$ cat config.mk
export PLATFORM = sky130hd
export DESIGN_NAME = version_node_entry_validator_core
export DESIGN_NICKNAME = d
export VERILOG_FILES = /design/src/rtl/core/vnev_pkg.sv /design/src/rtl/core/version_node_entry_validator_core.sv /design/src/rtl/core/vnev_fifo.sv /design/src/rtl/core/vnev_front.sv /design/src/rtl/core/vnev_back.sv
export SDC_FILE = /design/constraint.sdc
export NUM_CORES = 2
export LEC_CHECK = 0
export BUFFER_PORTS_ARGS = -buffer_cell sky130_fd_sc_hd__buf_2
export CAP_MARGIN = 10
export CORE_MARGIN = 2
export CORE_UTILIZATION = 30
export CTS_CLUSTER_SIZE = 24
export DETAILED_ROUTE_END_ITERATION = 12
export GPL_TIMING_DRIVEN = 0
export PLACE_DENSITY = 0.49
export SLEW_MARGIN = 10
export SYNTH_ARGS = -nofsm -noshare
export SYNTH_HDL_FRONTEND = slang
export SYNTH_SLANG_ARGS = --single-unit
$ cat constraint.sdc
create_clock -name clock -period 21.4 [get_ports clock]
set_input_delay 4.28 -clock clock [delete_from_list [all_inputs] [get_ports clock]]
set_output_delay 4.28 -clock clock [all_outputs]
set_load 0.1 [all_outputs]
$ cat src/rtl/core/vnev_pkg.sv
// Types, status codes, register indexes and a shift helper for the
// version node entry validator. No dependencies.
package vnev_pkg;

   typedef enum logic [3:0] {
      ST_OK        = 4'd0,
      ST_COUNT     = 4'd1,
      ST_ZERO_GEN  = 4'd2,
      ST_NOT_INC   = 4'd3,
      ST_SAME      = 4'd4,
      ST_STRIDE    = 4'd5,
      ST_TOO_MANY  = 4'd6,
      ST_ROOT_LVL  = 4'd7,
      ST_STATS     = 4'd8,
      ST_SPAN      = 4'd9
   } status_type;

   localparam logic REG_ARITY  = 1'b0;
   localparam logic REG_HEIGHT = 1'b1;

   localparam logic [16:0] COUNT_SAT = 17'd65537;

   typedef logic [10:0] shift_type;

   typedef struct packed {
      logic [4:0] arity;
      logic [5:0] height;
   } cfg_type;

   // One classified entry as it travels from the front to the back.
   typedef struct packed {
      logic [63:0] gen;
      logic [63:0] gen_m1;
      logic [63:0] q_gen;
      logic [63:0] q_span;
      logic [63:0] leaf_min;
      status_type  leaf_code;
      logic        leaf;
      logic        last;
      logic        zero;
      logic        not_mult;
      logic        too_many;
      shift_type   s;
      shift_type   sa;
      logic [4:0]  a;
   } entry_type;

   typedef struct packed {
      status_type  status;
      logic [16:0] bad_index;
   } result_type;

   // Logical right shift in which a shift of 64 or more gives zero.
   function automatic logic [63:0] shr_sat(input logic [63:0] v, input shift_type n);
      logic [63:0] r;
      if (n >= shift_type'(64)) begin
         r = '0;
      end else begin
         r = v >> n[5:0];
      end
      return r;
   endfunction

endpackage

$ cat src/rtl/core/version_node_entry_validator_core.sv
// An accepted entry is written into the entry queue and checked by the back end once it
// reaches the head; the result of a final entry passes through the result queue to rsp_.
// Throughput: one entry per cycle while the result queue has room, set by the single back-end step per entry.
// Reset (synchronous): arity_log2 to 1, node_height to 0, both queues emptied and the
// per-node state cleared; there is no clearing pass.
// Depends on vnev_pkg, vnev_front, vnev_back and vnev_fifo.
module version_node_entry_validator_core import vnev_pkg::*; #(
   parameter int MAX_ARITY_LOG2 = 16,
   parameter int QUEUE_DEPTH    = 2
) (
   input  logic        clock,
   input  logic        reset,
   // Entry channel.
   input  logic        push,
   output logic        full,
   input  logic [63:0] req_generation,
   input  logic [63:0] req_child_generations,
   input  logic        req_root_absent,
   input  logic [7:0]  req_root_level,
   input  logic        req_stats_nonzero,
   input  logic        req_last_entry,
   // Result channel.
   output logic        empty,
   input  logic        pop,
   output logic [3:0]  rsp_status,
   output logic [16:0] rsp_bad_index,
   // Register write channel.
   input  logic        csr_valid,
   output logic        csr_ready,
   input  logic        csr_index,
   input  logic [5:0]  csr_wdata
);

   // The configuration registers. They are sampled by the front end as each
   // beat arrives, so every entry carries the settings that stood at its arrival.
   cfg_type cfg_ff, cfg_in;

   assign csr_ready = 1'b1;

   always_comb begin
      cfg_in = cfg_ff;
      if (csr_valid && csr_ready) begin
         case (csr_index)
            REG_ARITY:  cfg_in.arity  = csr_wdata[4:0];
            REG_HEIGHT: cfg_in.height = csr_wdata;
            default:    cfg_in = cfg_ff;
         endcase
      end
   end

   always_ff @(posedge clock) begin
      if (reset) begin
         cfg_ff.arity  <= 5'd1;
         cfg_ff.height <= 6'd0;
      end else begin
         cfg_ff <= cfg_in;
      end
   end

   // The front end is pure classification: everything that depends only on
   // the entry and the configuration (shifted quotients, stride and leaf checks).
   entry_type front_pkt;

   vnev_front #(
      .MAX_ARITY_LOG2(MAX_ARITY_LOG2)
   ) u_front (
      .cfg              (cfg_ff),
      .generation       (req_generation),
      .child_generations(req_child_generations),
      .root_absent      (req_root_absent),
      .root_level       (req_root_level),
      .stats_nonzero    (req_stats_nonzero),
      .last_entry       (req_last_entry),
      .pkt              (front_pkt)
   );

   // A short queue decouples the front end from the back end, so an input beat
   // is taken even while the back end waits for room for a result.
   logic [$bits(entry_type)-1:0] entry_rd;
   logic                         entry_empty;
   logic                         entry_pop;
   entry_type                    back_pkt;

   vnev_fifo #(
      .WIDTH($bits(entry_type)),
      .DEPTH(QUEUE_DEPTH)
   ) u_entry_q (
      .clock  (clock),
      .reset  (reset),
      .push   (push),
      .wr_data(front_pkt),
      .full   (full),
      .pop    (entry_pop),
      .rd_data(entry_rd),
      .empty  (entry_empty)
   );

   assign back_pkt = entry_type'(entry_rd);

   // The back end holds the per-node state and decides the result at the
   // final entry of each node.
   result_type back_res;
   logic       res_push;
   logic       res_full;

   vnev_back u_back (
      .clock    (clock),
      .reset    (reset),
      .pkt      (back_pkt),
      .pkt_valid(!entry_empty),
      .pkt_pop  (entry_pop),
      .res_full (res_full),
      .res_push (res_push),
      .res      (back_res)
   );

   // The result queue: its head is what the rsp_ ports show.
   logic [$bits(result_type)-1:0] res_rd;
   result_type                    res_head;

   vnev_fifo #(
      .WIDTH($bits(result_type)),
      .DEPTH(QUEUE_DEPTH)
   ) u_result_q (
      .clock  (clock),
      .reset  (reset),
      .push   (res_push),
      .wr_data(back_res),
      .full   (res_full),
      .pop    (pop),
      .rd_data(res_rd),
      .empty  (empty)
   );

   assign res_head      = result_type'(res_rd);
   assign rsp_status    = res_head.status;
   assign rsp_bad_index = res_head.bad_index;

`ifndef SYNTHESIS
   // An index is only reported with a per-entry error.
   assert property (@(posedge clock) disable iff (reset)
      (!empty && (rsp_status == ST_OK || rsp_status == ST_COUNT || rsp_status == ST_SPAN))
      |-> (rsp_bad_index == 17'd0))
      else $error("bad_index set for a status without an entry");

   // A reported failing entry lies within a node of legal size.
   assert property (@(posedge clock) disable iff (reset)
      !empty |-> (rsp_bad_index < 17'd65536))
      else $error("bad_index beyond the largest node");

   // Status codes stay within the defined set.
   assert property (@(posedge clock) disable iff (reset)
      !empty |-> (rsp_status <= ST_SPAN))
      else $error("undefined status code");

   // Reset leaves no result waiting.
   assert property (@(posedge clock)
      $past(reset) |-> empty)
      else $error("result present straight after reset");
`endif

endmodule

$ cat src/rtl/core/vnev_fifo.sv
// Small first-in first-out queue built from registers.
// Generic; no package dependencies.
module vnev_fifo #(
   parameter int WIDTH = 8,
   parameter int DEPTH = 2
) (
   input  logic             clock,
   input  logic             reset,
   input  logic             push,
   input  logic [WIDTH-1:0] wr_data,
   output logic             full,
   input  logic             pop,
   output logic [WIDTH-1:0] rd_data,
   output logic             empty
);

   localparam int PTR_W = (DEPTH > 1) ? $clog2(DEPTH) : 1;
   localparam int CNT_W = $clog2(DEPTH + 1);

   logic [WIDTH-1:0] entry_ff [DEPTH];
   logic [PTR_W-1:0] wr_ptr_ff, wr_ptr_in;
   logic [PTR_W-1:0] rd_ptr_ff, rd_ptr_in;
   logic [CNT_W-1:0] count_ff, count_in;
   logic             do_push, do_pop;

   assign full    = (count_ff == CNT_W'(DEPTH));
   assign empty   = (count_ff == '0);
   assign do_push = push && !full;
   assign do_pop  = pop && !empty;
   assign rd_data = entry_ff[rd_ptr_ff];

   always_comb begin
      wr_ptr_in = wr_ptr_ff;
      rd_ptr_in = rd_ptr_ff;
      count_in  = count_ff;
      if (do_push) begin
         wr_ptr_in = (wr_ptr_ff == PTR_W'(DEPTH - 1)) ? '0 : wr_ptr_ff + PTR_W'(1);
      end
      if (do_pop) begin
         rd_ptr_in = (rd_ptr_ff == PTR_W'(DEPTH - 1)) ? '0 : rd_ptr_ff + PTR_W'(1);
      end
      if (do_push && !do_pop) begin
         count_in = count_ff + CNT_W'(1);
      end else if (do_pop && !do_push) begin
         count_in = count_ff - CNT_W'(1);
      end
   end

   always_ff @(posedge clock) begin
      if (reset) begin
         wr_ptr_ff <= '0;
         rd_ptr_ff <= '0;
         count_ff  <= '0;
      end else begin
         wr_ptr_ff <= wr_ptr_in;
         rd_ptr_ff <= rd_ptr_in;
         count_ff  <= count_in;
      end
   end

   always_ff @(posedge clock) begin
      if (do_push) begin
         entry_ff[wr_ptr_ff] <= wr_data;
      end
   end

endmodule

$ cat src/rtl/core/vnev_front.sv
// Front end: classifies one entry against the configuration alone.
// Depends on vnev_pkg.
module vnev_front import vnev_pkg::*; #(
   parameter int MAX_ARITY_LOG2 = 16
) (
   input  cfg_type     cfg,
   input  logic [63:0] generation,
   input  logic [63:0] child_generations,
   input  logic        root_absent,
   input  logic [7:0]  root_level,
   input  logic        stats_nonzero,
   input  logic        last_entry,
   output entry_type   pkt
);

   logic [4:0]  a;
   shift_type   s;
   logic [63:0] gen_m1;
   logic [63:0] stride_mask;
   logic [63:0] stride;
   logic [63:0] arity_mask;

   always_comb begin
      if (cfg.arity == 5'd0) begin
         a = 5'd1;
      end else if (cfg.arity > 5'(MAX_ARITY_LOG2)) begin
         a = 5'(MAX_ARITY_LOG2);
      end else begin
         a = cfg.arity;
      end
   end

   assign s           = shift_type'(a) * shift_type'(cfg.height);
   assign gen_m1      = generation - 64'd1;
   assign stride      = 64'd1 << s[5:0];
   assign stride_mask = stride - 64'd1;
   assign arity_mask  = (64'd1 << a) - 64'd1;

   always_comb begin
      pkt          = '0;
      pkt.gen      = generation;
      pkt.gen_m1   = gen_m1;
      pkt.q_gen    = shr_sat(gen_m1, s);
      pkt.q_span   = shr_sat(gen_m1, s + shift_type'(a));
      pkt.leaf_min = generation - (gen_m1 & arity_mask);
      pkt.leaf     = (cfg.height == 6'd0);
      pkt.last     = last_entry;
      pkt.zero     = (generation == 64'd0);
      pkt.not_mult = (s >= shift_type'(64)) || ((generation & stride_mask) != 64'd0);
      pkt.too_many = (s < shift_type'(64)) && (child_generations > stride);
      pkt.s        = s;
      pkt.sa       = s + shift_type'(a);
      pkt.a        = a;
      if (root_absent && root_level != 8'd0) begin
         pkt.leaf_code = ST_ROOT_LVL;
      end else if (root_absent && stats_nonzero) begin
         pkt.leaf_code = ST_STATS;
      end else begin
         pkt.leaf_code = ST_OK;
      end
   end

endmodule

$ cat src/rtl/core/vnev_back.sv
// Back end: checks entries against the stored node state and forms the
// per-node result. Depends on vnev_pkg.
module vnev_back import vnev_pkg::*; (
   input  logic       clock,
   input  logic       reset,
   input  entry_type  pkt,
   input  logic       pkt_valid,
   output logic       pkt_pop,
   input  logic       res_full,
   output logic       res_push,
   output result_type res
);

   logic [63:0] prev_ff, prev_in;
   logic [63:0] prev_m1_ff, prev_m1_in;
   logic [63:0] first_ff, first_in;
   logic [63:0] first_m1_ff, first_m1_in;
   logic [16:0] count_ff, count_in;
   status_type  err_ff, err_in;
   logic [16:0] err_idx_ff, err_idx_in;

   logic        fire;
   logic        has_prev;
   logic        not_inc;
   logic        same_child;
   status_type  code;
   logic [16:0] count_nx;
   status_type  err_nx;
   logic [16:0] err_idx_nx;
   logic [63:0] first_sel;
   logic [63:0] first_m1_sel;
   logic        span_bad;
   logic [16:0] limit;

   // A non-final entry never needs the result queue.
   assign fire     = pkt_valid && (!pkt.last || !res_full);
   assign pkt_pop  = fire;
   assign res_push = fire && pkt.last;

   assign has_prev   = (count_ff != 17'd0);
   assign not_inc    = has_prev && (pkt.gen <= prev_ff);
   assign same_child = has_prev && (pkt.q_gen == shr_sat(prev_m1_ff, pkt.s));

   always_comb begin
      if (pkt.leaf) begin
         if (pkt.leaf_code != ST_OK) begin
            code = pkt.leaf_code;
         end else if (pkt.zero) begin
            code = ST_ZERO_GEN;
         end else if (not_inc) begin
            code = ST_NOT_INC;
         end else begin
            code = ST_OK;
         end
      end else begin
         if (pkt.zero) begin
            code = ST_ZERO_GEN;
         end else if (not_inc) begin
            code = ST_NOT_INC;
         end else if (same_child) begin
            code = ST_SAME;
         end else if (pkt.not_mult) begin
            code = ST_STRIDE;
         end else if (pkt.too_many) begin
            code = ST_TOO_MANY;
         end else begin
            code = ST_OK;
         end
      end
   end

   assign count_nx     = (count_ff < COUNT_SAT) ? count_ff + 17'd1 : count_ff;
   assign err_nx       = (err_ff != ST_OK) ? err_ff : code;
   assign err_idx_nx   = (err_ff != ST_OK) ? err_idx_ff : count_ff;
   assign first_sel    = has_prev ? first_ff : pkt.gen;
   assign first_m1_sel = has_prev ? first_m1_ff : pkt.gen_m1;
   assign limit        = 17'd1 << pkt.a;

   always_comb begin
      if (pkt.leaf) begin
         span_bad = (first_sel < pkt.leaf_min);
      end else begin
         span_bad = (pkt.q_span != shr_sat(first_m1_sel, pkt.sa));
      end
   end

   always_comb begin
      res = '0;
      if (count_nx > limit) begin
         res.status = ST_COUNT;
      end else if (err_nx != ST_OK) begin
         res.status    = err_nx;
         res.bad_index = err_idx_nx;
      end else if (span_bad) begin
         res.status = ST_SPAN;
      end else begin
         res.status = ST_OK;
      end
   end

   always_comb begin
      prev_in     = prev_ff;
      prev_m1_in  = prev_m1_ff;
      first_in    = first_ff;
      first_m1_in = first_m1_ff;
      count_in    = count_ff;
      err_in      = err_ff;
      err_idx_in  = err_idx_ff;
      if (fire) begin
         if (pkt.last) begin
            prev_in     = '0;
            prev_m1_in  = '0;
            first_in    = '0;
            first_m1_in = '0;
            count_in    = '0;
            err_in      = ST_OK;
            err_idx_in  = '0;
         end else begin
            prev_in     = pkt.gen;
            prev_m1_in  = pkt.gen_m1;
            first_in    = first_sel;
            first_m1_in = first_m1_sel;
            count_in    = count_nx;
            err_in      = err_nx;
            err_idx_in  = (err_nx != ST_OK) ? err_idx_nx : 17'd0;
         end
      end
   end

   always_ff @(posedge clock) begin
      if (reset) begin
         count_ff   <= '0;
         err_ff     <= ST_OK;
         err_idx_ff <= '0;
      end else begin
         count_ff   <= count_in;
         err_ff     <= err_in;
         err_idx_ff <= err_idx_in;
      end
   end

   always_ff @(posedge clock) begin
      prev_ff     <= prev_in;
      prev_m1_ff  <= prev_m1_in;
      first_ff    <= first_in;
      first_m1_ff <= first_m1_in;
   end

endmodule

**Word level (Yosys, flattened, before mapping)**

Memory sizes are Yosys's and may differ from the RTL's. A register that Yosys moved wholly into a read port is not among the register bits.
Index checks and enable logic that the tools add are counted.

- Input port bits: 151
- Bits in writable memories: 754
- Memories kept: 2
- Logic and storage cells: 146
- Flip-flop bits (word level): 313

- Shifts and indexed selects: 7
- Equality and inequality tests: 4
- Multiplexer cells: 48
- $lt $le $gt $ge: 11
- Add/subtract/negate cells: 14
- Reduce and logical (&&, ||, !) cells: 41
- Bitwise gates (word level): 3
- $mul: 1

Memories:

| name | depth | bits a word | rd ports | clocked after Yosys merged registers in | wr ports | RTL line | source |
|---|---|---|---|---|---|---|---|
| u_entry_q.entry_ff | 2 | 356 | 1 | 1 | 1 | vnev_fifo.sv:20 | `logic [WIDTH-1:0] entry_ff [DEPTH];` |
| u_result_q.entry_ff | 2 | 21 | 1 | 1 | 1 | vnev_fifo.sv:20 |  |

Operators by type and width:

| kind | number |
|---|---|
| $mux W64 | 7 |
| $shr A64 B6 Y64 | 4 |
| $sub A64 B1 Y64 const B | 3 |
| $and A64 B64 Y64 | 2 |
| $mux W17 | 6 |
| $eq A64 B64 Y1 | 1 |
| $gt A64 B64 Y1 | 1 |
| $le A64 B64 Y1 | 1 |
| $logic_not A64 Y1 | 1 |
| $lt A64 B64 Y1 | 1 |
| $ne A64 B64 Y1 | 1 |
| $reduce_bool A64 Y1 | 1 |
| $shl A1 B5 Y64 const A | 1 |
| $shl A1 B6 Y64 const A | 1 |
| $sub A64 B64 Y64 | 1 |
| $mux W4 | 14 |
| $ge A11 B7 Y1 const B | 4 |
| $add A17 B1 Y17 const B | 1 |
| $gt A17 B17 Y1 | 1 |
| $lt A17 B17 Y1 const B | 1 |
| $reduce_bool A17 Y1 | 1 |
| $shl A1 B5 Y17 const A | 1 |
| $logic_and A1 B1 Y1 | 15 |
| $mux W1 | 13 |
| 21 further kinds | 46 |

**Longest topological paths before layout**

- Depth in word-level cells: 12
- Mapped depth: 34
- Mapped depth without buffers: 27

**Cells and area by module**

A second synthesis with hierarchy kept.

- Cell total of the unflattened synthesis: 7428
- Area total of the unflattened synthesis: 78895.7 µm²

By module, submodules not included:

| module | area an instance (µm²) | cells an instance | sequential area each (µm²) | times used |
|---|---|---|---|---|
| vnev_back | 30772.0 | 3381 | 8448.1 | 1 |
| vnev_fifo (u_entry_q) | 27614.0 | 1133 | 21480.6 | 1 |
| vnev_front | 18296.3 | 2776 | 0.0 | 1 |
| vnev_fifo (u_result_q) | 1725.4 | 90 | 1361.3 | 1 |
| version_node_entry_validator_core | 488.0 | 48 | 220.2 | 1 |

**Worst setup path before layout**

OpenSTA, ideal clock, no wires.

- Kind: input to register
- Start point: input push
- End point: memory u_entry_q.entry_ff[0][0] (netlist bit) (enable)
- Path slack: 1306 ps
- Arrival: 19018 ps
- Stages: 2
- Path buffers: 0
- Cell sequence: nand2_1 -> nor2_1

- Longest elaborated chain between the ends: 3

RTL lines:

| item | RTL line | source |
|---|---|---|
| from (decl) | version_node_entry_validator_core.sv:14 | `input logic push,` |
| $logic_and A1 B1 Y1 | vnev_fifo.sv:28 | `assign do_push = push && !full;` |
| $mux W1 | vnev_fifo.sv:62 | `if (do_push) begin` |
| $mux W1 (implied by the code) | vnev_fifo.sv:63 | `entry_ff[wr_ptr_ff] <= wr_data;` |
| to (decl) | vnev_fifo.sv:20 |  |

Every way passes these cells.

==> flow_summary.json <==
{
  "vias_per_cell": 5.82,
  "die_area_mm2": 0.246,
  "min_period_over_period_pct": 59.0,
  "synth_edf_count": 1006,
  "grt_pass1_vias": 60700,
  "worst_path_most_repeated_cell": "buf_4",
  "start_util_pct": 30.2,
  "yosysTopAreaCell": "edfxtp_1",
  "grt-ovfl-total": 0,
  "slowest_stage": "clkbuf_1",
  "placed_cell_area_mm2": 0.0789,
  "hp-class": "flop to flop",
  "synth.distinct_cells": 94,
  "rows": 180,
  "wl_per_cell_um": 31.9,
  "drtAntennaViolNets": 0,
  "drtIter0Drc": 7830,
  "htreeDepth": 3,
  "ys.flop_type": "edfxtp_1",
  "tritoncts": "done",
  "cp_max_fo": 10,
  "ioPinCount": 175,
  "finalMaxSlewViolations": 0,
  "grt_usage_pct": 27.1,
  "die_h_um": 496,
  "vdd_drop_max_v": 0.0000837,
  "synth_seq_cells": 1065,
  "synthArstFlopShare_pct": 0,
  "final-setup-viol-count": 0,
  "worstMarginPinSlew_ns": 1.46,
  "relSlewSlack_pct": 0.329,
  "antenna_found_initial": 14,
  "grt_max_degree": 59,
  "drv_cap": 2,
  "p_per_area_mw_per_mm2": 138,
  "rsz0062_at_grt": "no",
  "seqCellArea_mm2": 0.0314,
  "vias": 62900,
  "crit_type": "flop to flop",
  "final_core_util_pct": 34.5,
  "die_width_um": 496,
  "gp_congestion": 1.01,
  "grt_pass1_wl_um": 475000,
  "slowest_delay_ns": 0.79,
  "synthTopCellsByArea": "edfxtp_1, mux2i_1, ha_1",
  "fin_worst_skew_ns": 0.0329,
  "drt-pass1-iter-count": 6,
  "clock_latency_ns": 0.78,
  "crit_path_start_kind": "flop",
  "p_total_mw": 11.5,
  "synthCells": 7125,
  "cts_setup_buffers": 0,
  "arrival_ns": 13.10,
  "yosysSeqAreaShare_pct": 43.1,
  "design.core.area_mm2": 0.241,
  "clkTransAtPathRegs_ns": 0.06,
  "yosys.area.top_type_share_pct": 41.5,
  "io_buffers": 170,
  "dp_hpwl_um": 274000,
  "fill_cells": 24400,
  "cts_made_buffers": 120,
  "cts_root_buf": "clkbuf_16",
  "hold_buffers": 0,
  "max_freq_mhz": 79.3,
  "nets": 7888,
  "cts_sinks": 1065,
  "clk_path_buf_depth": 3,
  "fin_crit_ns": 12.62,
  "drive_above_1_share_pct": 12.1,
  "status": "complete, but fails checks",
  "yosysWarnings": 0,
  "synthesis.area_mm2": 0.0728,
  "post_cts_resized": 0,
  "drc_errors": 0,
  "area_growth_pct": 14.1,
  "leakagePower_nw": 31.3,
  "fin_area_mm2": 0.0830,
  "hold_ws_ns": 0.464,
  "crit_required_ns": 21.89,
  "finalHoldViolCount": 0,
  "synth_area_per_cell_um2": 10.2,
  "violations": "capacitance limit",
  "end_kind": "flop",
  "wirelength_um": 344000,
  "multiInputGateArea_mm2": 0.0388
}
## logic make-up (layout without fill, tap and decap cells)
| family | count (synthesis) | in the layout | share of synthesized area (%) |
|---|---|---|---|
| AO/OA/AOI/OAI | 1501 | 1501 | 13.4 |
| XOR/XNOR | 220 | 220 | 2.65 |
| adder cells (fa/ha/maj) | 254 | 254 | 4.50 |
| buffers and inverters | 732 | 1190 | 4.02 |
| flip-flops | 1065 | 1065 | 43.1 |
| multiplexers | 1158 | 1158 | 18.4 |
| other | 2 | 28 | 0.0103 |
| AND/OR/NAND/NOR | 2193 | 2193 | 13.9 |
## cells in the final DEF (no fill, tap or decap), types with 121 or more instances in the layout
master and count:
nand2_1 652, mux2_2 173, buf_2 244, o21ai_0 330, a211oi_1 131, edfxtp_1 1006
clkbuf_1 329, nor3_1 145, mux4_2 123, ha_1 241, mux2i_1 849, inv_1 246
clkbuf_16 121, nor2_1 711, a21oi_1 387
## worst max-delay path: cells and delay by family, from the launching register on
family / cells / cell delay [ns]
AOI/OAI and AO/OA: 3 / 1.31
and+or+nand+nor: 8 / 2.83
adders and majority gates: 1 / 0.33
muxes: 1 / 0.52
buffers and inverters: 17 / 6.78
DFF: 1 / 0.39
## per-stage QoR
step	std cells	setup TNS [ns]	setup WS, ns
CTS	10800	0	8.53
detailed placement	10500	0	8.57
global route	10800	0	8.33
finish	10800	0	8.78
floorplan	7129	0	1.31
global placement	10500	-3230.08	-9.30
## synthesized netlist by cell type, types with 68 or more instances
library cell / n
edfxtp_1: 1006
mux2i_1: 858
nor2_1: 718
nand2_1: 652
a21oi_1: 388
o21ai_0: 331
clkbuf_1: 321
inv_1: 246
ha_1: 241
mux2_2: 173
nor3_1: 150
a211oi_1: 131
xnor2_1: 130
mux4_2: 123
nand3_1: 119
and2_1: 114
xor2_1: 90
nand4_1: 79
buf_2: 74
a21o_1: 68
o22ai_1: 68
## sequential cells by signal (all words and copies together), names as in the netlist, named ones only
| register | count |
|---|---|
| u_back.first_m1_ff | 64 |
| u_entry_q.entry_ff | 708 |
| u_back.first_ff | 64 |
| u_back.err_ff | 4 |
| cfg_ff | 11 |
| u_entry_q.count_ff | 2 |
| u_result_q.count_ff | 2 |
| u_back.prev_ff | 64 |
| u_entry_q.wr_ptr_ff | 1 |
| u_entry_q.rd_ptr_ff | 1 |
| u_back.err_idx_ff | 17 |
| u_result_q.wr_ptr_ff | 1 |
| u_back.count_ff | 17 |
| u_result_q.entry_ff | 42 |
| u_result_q.rd_ptr_ff | 1 |
| u_back.prev_m1_ff | 64 |
## per-layer routing
layer / routed length, um / vias up / GRT usage (%)
li1: - / 27500 / -
met1: 147000 / 31900 / 36.6
met2: 155000 / 2889 / 42.9
met3: 24400 / 545 / 4.18
met4: 17300 / 6 / 11.8
met5: 41 / - / 0
## layout make-up
class	instances	share of cell area, %
inverter	252	1.14
clock inverter	86	0.995
tap	3185	4.80
buffer	480	2.39
multi-input combinational	5332	46.7
clock buffer	140	3.79
timing repair buffer	232	2.29
sequential	1065	37.8
antenna	22	0.0663
## final timing paths
path	depth (start not counted)	to	startpoint	slack (ns)
hold / removal	1	u_back.err_idx_ff[12]	u_back.err_idx_ff[12]	0.46
hold reg to reg	1	u_back.err_idx_ff[12]	u_back.err_idx_ff[12]	0.46
setup reg to reg	30	u_result_q.entry_ff[0][10]	flop	8.78
setup / recovery	30	u_result_q.entry_ff[0][10]	flop	8.78
## power by group
group	leakage (nW)	internal (mW)	switching (mW)	total [mW]
sequential	10.1	3.02	0.274	3.29
combinational	19.3	1.91	4.20	6.11
clock	1.92	1.19	0.903	2.09
(Power assumes the default switching activity.)
